--- src/aes_pkg.sv ---
// Shared constants, types and byte-level functions of the AES-128 CBC block.
package aes_pkg;

  localparam int unsigned HalfWidth = 64;
  localparam int unsigned CfgIndexWidth = 3;
  localparam int unsigned NumRounds = 10;
  localparam int unsigned RoundWidth = 4;

  typedef enum logic [CfgIndexWidth-1:0] {
    CFG_KEY_HIGH = 3'd0,
    CFG_KEY_LOW  = 3'd1,
    CFG_IV_HIGH  = 3'd2,
    CFG_IV_LOW   = 3'd3,
    CFG_DECRYPT  = 3'd4
  } cfg_index_t;

  // Control from the sequencer to the round unit.
  typedef struct packed {
    logic                  load;
    logic                  step;
    logic                  decrypt;
    logic [RoundWidth-1:0] round;
  } round_ctrl_t;

  localparam logic [7:0] SBOX [256] = '{
    8'h63,8'h7c,8'h77,8'h7b,8'hf2,8'h6b,8'h6f,8'hc5,8'h30,8'h01,8'h67,8'h2b,8'hfe,8'hd7,8'hab,8'h76,
    8'hca,8'h82,8'hc9,8'h7d,8'hfa,8'h59,8'h47,8'hf0,8'had,8'hd4,8'ha2,8'haf,8'h9c,8'ha4,8'h72,8'hc0,
    8'hb7,8'hfd,8'h93,8'h26,8'h36,8'h3f,8'hf7,8'hcc,8'h34,8'ha5,8'he5,8'hf1,8'h71,8'hd8,8'h31,8'h15,
    8'h04,8'hc7,8'h23,8'hc3,8'h18,8'h96,8'h05,8'h9a,8'h07,8'h12,8'h80,8'he2,8'heb,8'h27,8'hb2,8'h75,
    8'h09,8'h83,8'h2c,8'h1a,8'h1b,8'h6e,8'h5a,8'ha0,8'h52,8'h3b,8'hd6,8'hb3,8'h29,8'he3,8'h2f,8'h84,
    8'h53,8'hd1,8'h00,8'hed,8'h20,8'hfc,8'hb1,8'h5b,8'h6a,8'hcb,8'hbe,8'h39,8'h4a,8'h4c,8'h58,8'hcf,
    8'hd0,8'hef,8'haa,8'hfb,8'h43,8'h4d,8'h33,8'h85,8'h45,8'hf9,8'h02,8'h7f,8'h50,8'h3c,8'h9f,8'ha8,
    8'h51,8'ha3,8'h40,8'h8f,8'h92,8'h9d,8'h38,8'hf5,8'hbc,8'hb6,8'hda,8'h21,8'h10,8'hff,8'hf3,8'hd2,
    8'hcd,8'h0c,8'h13,8'hec,8'h5f,8'h97,8'h44,8'h17,8'hc4,8'ha7,8'h7e,8'h3d,8'h64,8'h5d,8'h19,8'h73,
    8'h60,8'h81,8'h4f,8'hdc,8'h22,8'h2a,8'h90,8'h88,8'h46,8'hee,8'hb8,8'h14,8'hde,8'h5e,8'h0b,8'hdb,
    8'he0,8'h32,8'h3a,8'h0a,8'h49,8'h06,8'h24,8'h5c,8'hc2,8'hd3,8'hac,8'h62,8'h91,8'h95,8'he4,8'h79,
    8'he7,8'hc8,8'h37,8'h6d,8'h8d,8'hd5,8'h4e,8'ha9,8'h6c,8'h56,8'hf4,8'hea,8'h65,8'h7a,8'hae,8'h08,
    8'hba,8'h78,8'h25,8'h2e,8'h1c,8'ha6,8'hb4,8'hc6,8'he8,8'hdd,8'h74,8'h1f,8'h4b,8'hbd,8'h8b,8'h8a,
    8'h70,8'h3e,8'hb5,8'h66,8'h48,8'h03,8'hf6,8'h0e,8'h61,8'h35,8'h57,8'hb9,8'h86,8'hc1,8'h1d,8'h9e,
    8'he1,8'hf8,8'h98,8'h11,8'h69,8'hd9,8'h8e,8'h94,8'h9b,8'h1e,8'h87,8'he9,8'hce,8'h55,8'h28,8'hdf,
    8'h8c,8'ha1,8'h89,8'h0d,8'hbf,8'he6,8'h42,8'h68,8'h41,8'h99,8'h2d,8'h0f,8'hb0,8'h54,8'hbb,8'h16
  };

  localparam logic [7:0] RSBOX [256] = '{
    8'h52,8'h09,8'h6a,8'hd5,8'h30,8'h36,8'ha5,8'h38,8'hbf,8'h40,8'ha3,8'h9e,8'h81,8'hf3,8'hd7,8'hfb,
    8'h7c,8'he3,8'h39,8'h82,8'h9b,8'h2f,8'hff,8'h87,8'h34,8'h8e,8'h43,8'h44,8'hc4,8'hde,8'he9,8'hcb,
    8'h54,8'h7b,8'h94,8'h32,8'ha6,8'hc2,8'h23,8'h3d,8'hee,8'h4c,8'h95,8'h0b,8'h42,8'hfa,8'hc3,8'h4e,
    8'h08,8'h2e,8'ha1,8'h66,8'h28,8'hd9,8'h24,8'hb2,8'h76,8'h5b,8'ha2,8'h49,8'h6d,8'h8b,8'hd1,8'h25,
    8'h72,8'hf8,8'hf6,8'h64,8'h86,8'h68,8'h98,8'h16,8'hd4,8'ha4,8'h5c,8'hcc,8'h5d,8'h65,8'hb6,8'h92,
    8'h6c,8'h70,8'h48,8'h50,8'hfd,8'hed,8'hb9,8'hda,8'h5e,8'h15,8'h46,8'h57,8'ha7,8'h8d,8'h9d,8'h84,
    8'h90,8'hd8,8'hab,8'h00,8'h8c,8'hbc,8'hd3,8'h0a,8'hf7,8'he4,8'h58,8'h05,8'hb8,8'hb3,8'h45,8'h06,
    8'hd0,8'h2c,8'h1e,8'h8f,8'hca,8'h3f,8'h0f,8'h02,8'hc1,8'haf,8'hbd,8'h03,8'h01,8'h13,8'h8a,8'h6b,
    8'h3a,8'h91,8'h11,8'h41,8'h4f,8'h67,8'hdc,8'hea,8'h97,8'hf2,8'hcf,8'hce,8'hf0,8'hb4,8'he6,8'h73,
    8'h96,8'hac,8'h74,8'h22,8'he7,8'had,8'h35,8'h85,8'he2,8'hf9,8'h37,8'he8,8'h1c,8'h75,8'hdf,8'h6e,
    8'h47,8'hf1,8'h1a,8'h71,8'h1d,8'h29,8'hc5,8'h89,8'h6f,8'hb7,8'h62,8'h0e,8'haa,8'h18,8'hbe,8'h1b,
    8'hfc,8'h56,8'h3e,8'h4b,8'hc6,8'hd2,8'h79,8'h20,8'h9a,8'hdb,8'hc0,8'hfe,8'h78,8'hcd,8'h5a,8'hf4,
    8'h1f,8'hdd,8'ha8,8'h33,8'h88,8'h07,8'hc7,8'h31,8'hb1,8'h12,8'h10,8'h59,8'h27,8'h80,8'hec,8'h5f,
    8'h60,8'h51,8'h7f,8'ha9,8'h19,8'hb5,8'h4a,8'h0d,8'h2d,8'he5,8'h7a,8'h9f,8'h93,8'hc9,8'h9c,8'hef,
    8'ha0,8'he0,8'h3b,8'h4d,8'hae,8'h2a,8'hf5,8'hb0,8'hc8,8'heb,8'hbb,8'h3c,8'h83,8'h53,8'h99,8'h61,
    8'h17,8'h2b,8'h04,8'h7e,8'hba,8'h77,8'hd6,8'h26,8'he1,8'h69,8'h14,8'h63,8'h55,8'h21,8'h0c,8'h7d
  };

  function automatic logic [7:0] xtime(input logic [7:0] a);
    xtime = {a[6:0], 1'b0} ^ (a[7] ? 8'h1b : 8'h00);
  endfunction

  function automatic logic [31:0] sub_word(input logic [31:0] w);
    sub_word = {SBOX[w[31:24]], SBOX[w[23:16]], SBOX[w[15:8]], SBOX[w[7:0]]};
  endfunction

endpackage

--- src/aes_key_sched.sv ---
// Round key generator: steps the AES-128 schedule one round key per cycle while advance is high.
module aes_key_sched (
  input  logic         clk,
  input  logic         load,
  input  logic         advance,
  input  logic [127:0] key,
  output logic [127:0] key_out
);

  logic [127:0] rk;
  logic [7:0]   rcon;
  logic [31:0]  t;
  logic [31:0]  w0, w1, w2, w3;

  always_comb begin
    t  = aes_pkg::sub_word({rk[23:0], rk[31:24]}) ^ {rcon, 24'h0};
    w0 = rk[127:96] ^ t;
    w1 = rk[95:64] ^ w0;
    w2 = rk[63:32] ^ w1;
    w3 = rk[31:0] ^ w2;
  end

  always_ff @(posedge clk) begin
    if (load) begin
      rk   <= key;
      rcon <= 8'h01;
    end else if (advance) begin
      rk   <= {w0, w1, w2, w3};
      rcon <= aes_pkg::xtime(rcon);
    end
  end

  assign key_out = rk;

endmodule

--- config.mk ---
export PLATFORM = sky130hd
export DESIGN_NAME = aes_key_sched
export DESIGN_NICKNAME = d
export VERILOG_FILES = /design/src/aes_pkg.sv /design/src/aes_key_sched.sv
export SDC_FILE = /design/constraint.sdc
export NUM_CORES = 1
export LEC_CHECK = 0
export BUFFER_PORTS_ARGS = -buffer_cell sky130_fd_sc_hd__buf_2
export CORE_MARGIN = 1.5
export CORE_UTILIZATION = 45
export CTS_CLUSTER_DIAMETER = 150
export DETAILED_ROUTE_END_ITERATION = 6
export PLACE_DENSITY = 0.73
export SYNTH_ARGS = -nofsm -noshare
export SYNTH_HDL_FRONTEND = slang
export SYNTH_SLANG_ARGS = --single-unit
--- constraint.sdc ---
create_clock -name clk -period 4.1 [get_ports clk]
set_input_delay 0.615 -clock clk [delete_from_list [all_inputs] [get_ports clk]]
set_output_delay 0.615 -clock clk [all_outputs]
set_load 0.05 [all_outputs]
==> impl_metrics.env <==
export IMPL_syn_num_nets=2978
export IMPL_synthArstFlopShare=0
export IMPL_final_cell_mix="257 x buf_2, 253 x nand2_1, 211 x o21ai_0, 195 x buf_4, 189 x nor2_1"
export IMPL_core_area_um2=48700
export IMPL_grt_max_degree=76
export IMPL_violations="DRC"
export IMPL_die_x_um=225
export IMPL_synth_fa_ha_area_frac=0.0339
export IMPL_fin_ws_ns=0.0902
export IMPL_vias=25300
export IMPL_endpoint_kind="flip-flop"
export IMPL_initial_core_util=0.454
export IMPL_area_delta_synth_final_pct=14.6
export IMPL_timing_hold_ws_ns=0.391
export IMPL_numCtsBuffers=17
export IMPL_routedWlPerCell_um=28.1
export IMPL_fp_dieH_um=225
export IMPL_clock_latency_ns=0.50
export IMPL_viasPerCell=6.97
export IMPL_outcome="finished with violations"
export IMPL_slew_viol_final=0
export IMPL_rows=81
export IMPL_synth_compound_area_share=0.277
export IMPL_drt_pass1_iter_count=7
export IMPL_gp_congestion=1.09
export IMPL_synth_edf_count=128
export IMPL_grt_pass1_vias=23800
export IMPL_drc=5
export IMPL_yosysWarnings=0
export IMPL_syn_area_um2=22100
export IMPL_critPathMaxFanout=25
export IMPL_fin_cells=3635
export IMPL_grt_use_total=0.394
export IMPL_first_iter_violations=3892
export IMPL_max_slew_margin_rel=0.331
export IMPL_layout_min_cycle_time_ns=4.01
export IMPL_synth_cell_types=96
export IMPL_grt_use_met3=0.109
export IMPL_cts_tree="yes"
export IMPL_clkSlewWorstSetupHoldPaths_ns=0.07
export IMPL_synth_area_mux_share=0.131
export IMPL_synthFlopType="edfxtp_1"
export IMPL_antenna_found_initial=14
export IMPL_cts_root_buf="clkbuf_16"
export IMPL_fin_worst_skew_ns=0.0181
export IMPL_portBuffers=258
export IMPL_syn_inst=2787
export IMPL_dpl_hpwl_mm=74.5
export IMPL_final_hold_viol_count=0
export IMPL_rsz0062_at_grt="no"
export IMPL_cp_start_kind="flip-flop"
export IMPL_synth_top_family_by_area="compound AO/OA/AOI/OAI gates"
export IMPL_grtUsageMet2=0.599
export IMPL_crit_required_ns=4.44
export IMPL_dp_slack_ns=0.160
export IMPL_worst_path_largest_cell_delay_ns=0.56
export IMPL_setup_viol=0
export IMPL_cts_buffer_depth=2
export IMPL_clkSinkCount=136
export IMPL_fillCellCount=4682
export IMPL_clock_fmax_mhz=249
export IMPL_worstPathArrival_ns=4.35
export IMPL_die_area_um2=50600
export IMPL_worst_slew_pin_slew_ns=1.00
export IMPL_placedCellCount=3597
export IMPL_synth_seq_cells=136
export IMPL_hold_class="in -> reg"
export IMPL_ys_seq_area_frac=0.181
export IMPL_busiest_layer="met2"
export IMPL_placed_area_um2=24700
export IMPL_synth_xor_xnor_area_share=0.0870
export IMPL_final_common_cell="buf_2"
export IMPL_ant_nets=0
export IMPL_crit_slowest_cell="or4b_1"
export IMPL_design_area_um2=25400
export IMPL_nNetsFinal=3143
export IMPL_met1_usage=0.497
export IMPL_finalCritPeriodShare=0.978
export IMPL_drive_above_1_share=0.234
export IMPL_grt_overflow_total=0
export IMPL_grt_pass1_wl_mm=151
export IMPL_synth_simple_area_share=0.216
export IMPL_critical_path_class="reg -> reg"
export IMPL_htreeDepth=4
export IMPL_worstPathCellList="buf_4 -> ha_1 -> nand2b_1 -> nand2_1 -> mux4_2 -> a21oi_1 -> mux2i_1 -> or4b_1 -> xnor2_2 -> xnor3_1 -> o21ai_1"
export IMPL_ios=259
export IMPL_routed_wl_mm=102
export IMPL_cap_violations=0
export IMPL_post_cts_buffers=0
export IMPL_avgSynthCellArea_um2=7.95
-- synthesized netlist by cell type (all sizes together) (50+ instances only) --
cell type	number	area [um^2]
mux2i	64	641
nor2	189	709
xnor2	107	982
mux2	50	563
nand2b	91	569
a31oi	64	400
edfxtp	128	3840
nor3	84	420
buf	152	776
clkbuf	176	662
nand3	69	345
nor2b	88	551
nand2	253	950
ha	60	751
a21oi	150	751
mux4	75	1690
o21ai	215	1080
a211oi	52	408
-- repair_timing --
item / 4_1_cts / 5_1_grt
endpoints found under the setup margin: 0 / 9
resized for setup: 0 / 7
hold buffers: 0 / 0
-- worst paths after layout --
kind	from	end	slack [ns]	cells past startpoint
worst max-delay path	key_out[8]	key_out[19]	0.09	11
worst min-delay path	key[123]	key_out[123]	0.39	3
worst max register to register	key_out[8]	key_out[19]	0.09	11
worst min register to register	rcon[4]	rcon[4]	0.51	2
-- sequential cells by signal, summed over array words and instances, names as in the netlist --
name	count
rcon	8
key_out	128
-- logic make-up (layout without fill, tap and decap cells) --
| logic type | after synthesis | after routing |
|---|---|---|
| AOI/OAI and AO/OA | 889 | 889 |
| xor gates and xnor gates | 176 | 176 |
| adders and majority gates | 60 | 60 |
| buffers and inverters | 384 | 562 |
| DFF | 136 | 136 |
| muxes | 189 | 189 |
| other | 0 | 6 |
| and+or+nand+nor | 953 | 953 |
-- through the flow --
stage / setup TNS (ns) / util
after CTS: 0 / 0.520
after global routing: 0 / 0.520
after floorplan: -0.0700 / -
after global placement: 0 / 0.507
final: 0 / 0.520
after detailed placement: 0 / 0.507
-- critical path: cells and delay by family (launching register included) --
kind	cells	cell delay, ns
xor+xnor	2	0.54
fa+ha+maj	1	0.41
flops	1	0.36
buf+inv	1	0.33
simple gates	3	1.12
compound gates	2	0.48
mux	2	0.62
-- per-layer routing --
layer / up-vias / part of all wire
li1: 10900 / -
met4: 10 / 0.065
met1: 12000 / 0.38
met2: 1956 / 0.44
met3: 471 / 0.12
met5: - / 0.00060
-- area by class of cell --
class / instances / area [um^2] / share of cell area
Timing Repair Buffer: 474 / 3180 / 0.125
Sequential cell: 136 / 4000 / 0.158
Antenna cell: 6 / 15.0 / 0.000592
Inverter: 56 / 211 / 0.00833
Tap cell: 664 / 831 / 0.0327
Clock inverter: 15 / 188 / 0.00740
Multi-Input combinational cell: 2267 / 16500 / 0.651
Clock buffer: 17 / 425 / 0.0168
Power is not shown: default switching activity piles up to over one toggle a cycle in this logic, so the estimate is an artifact.
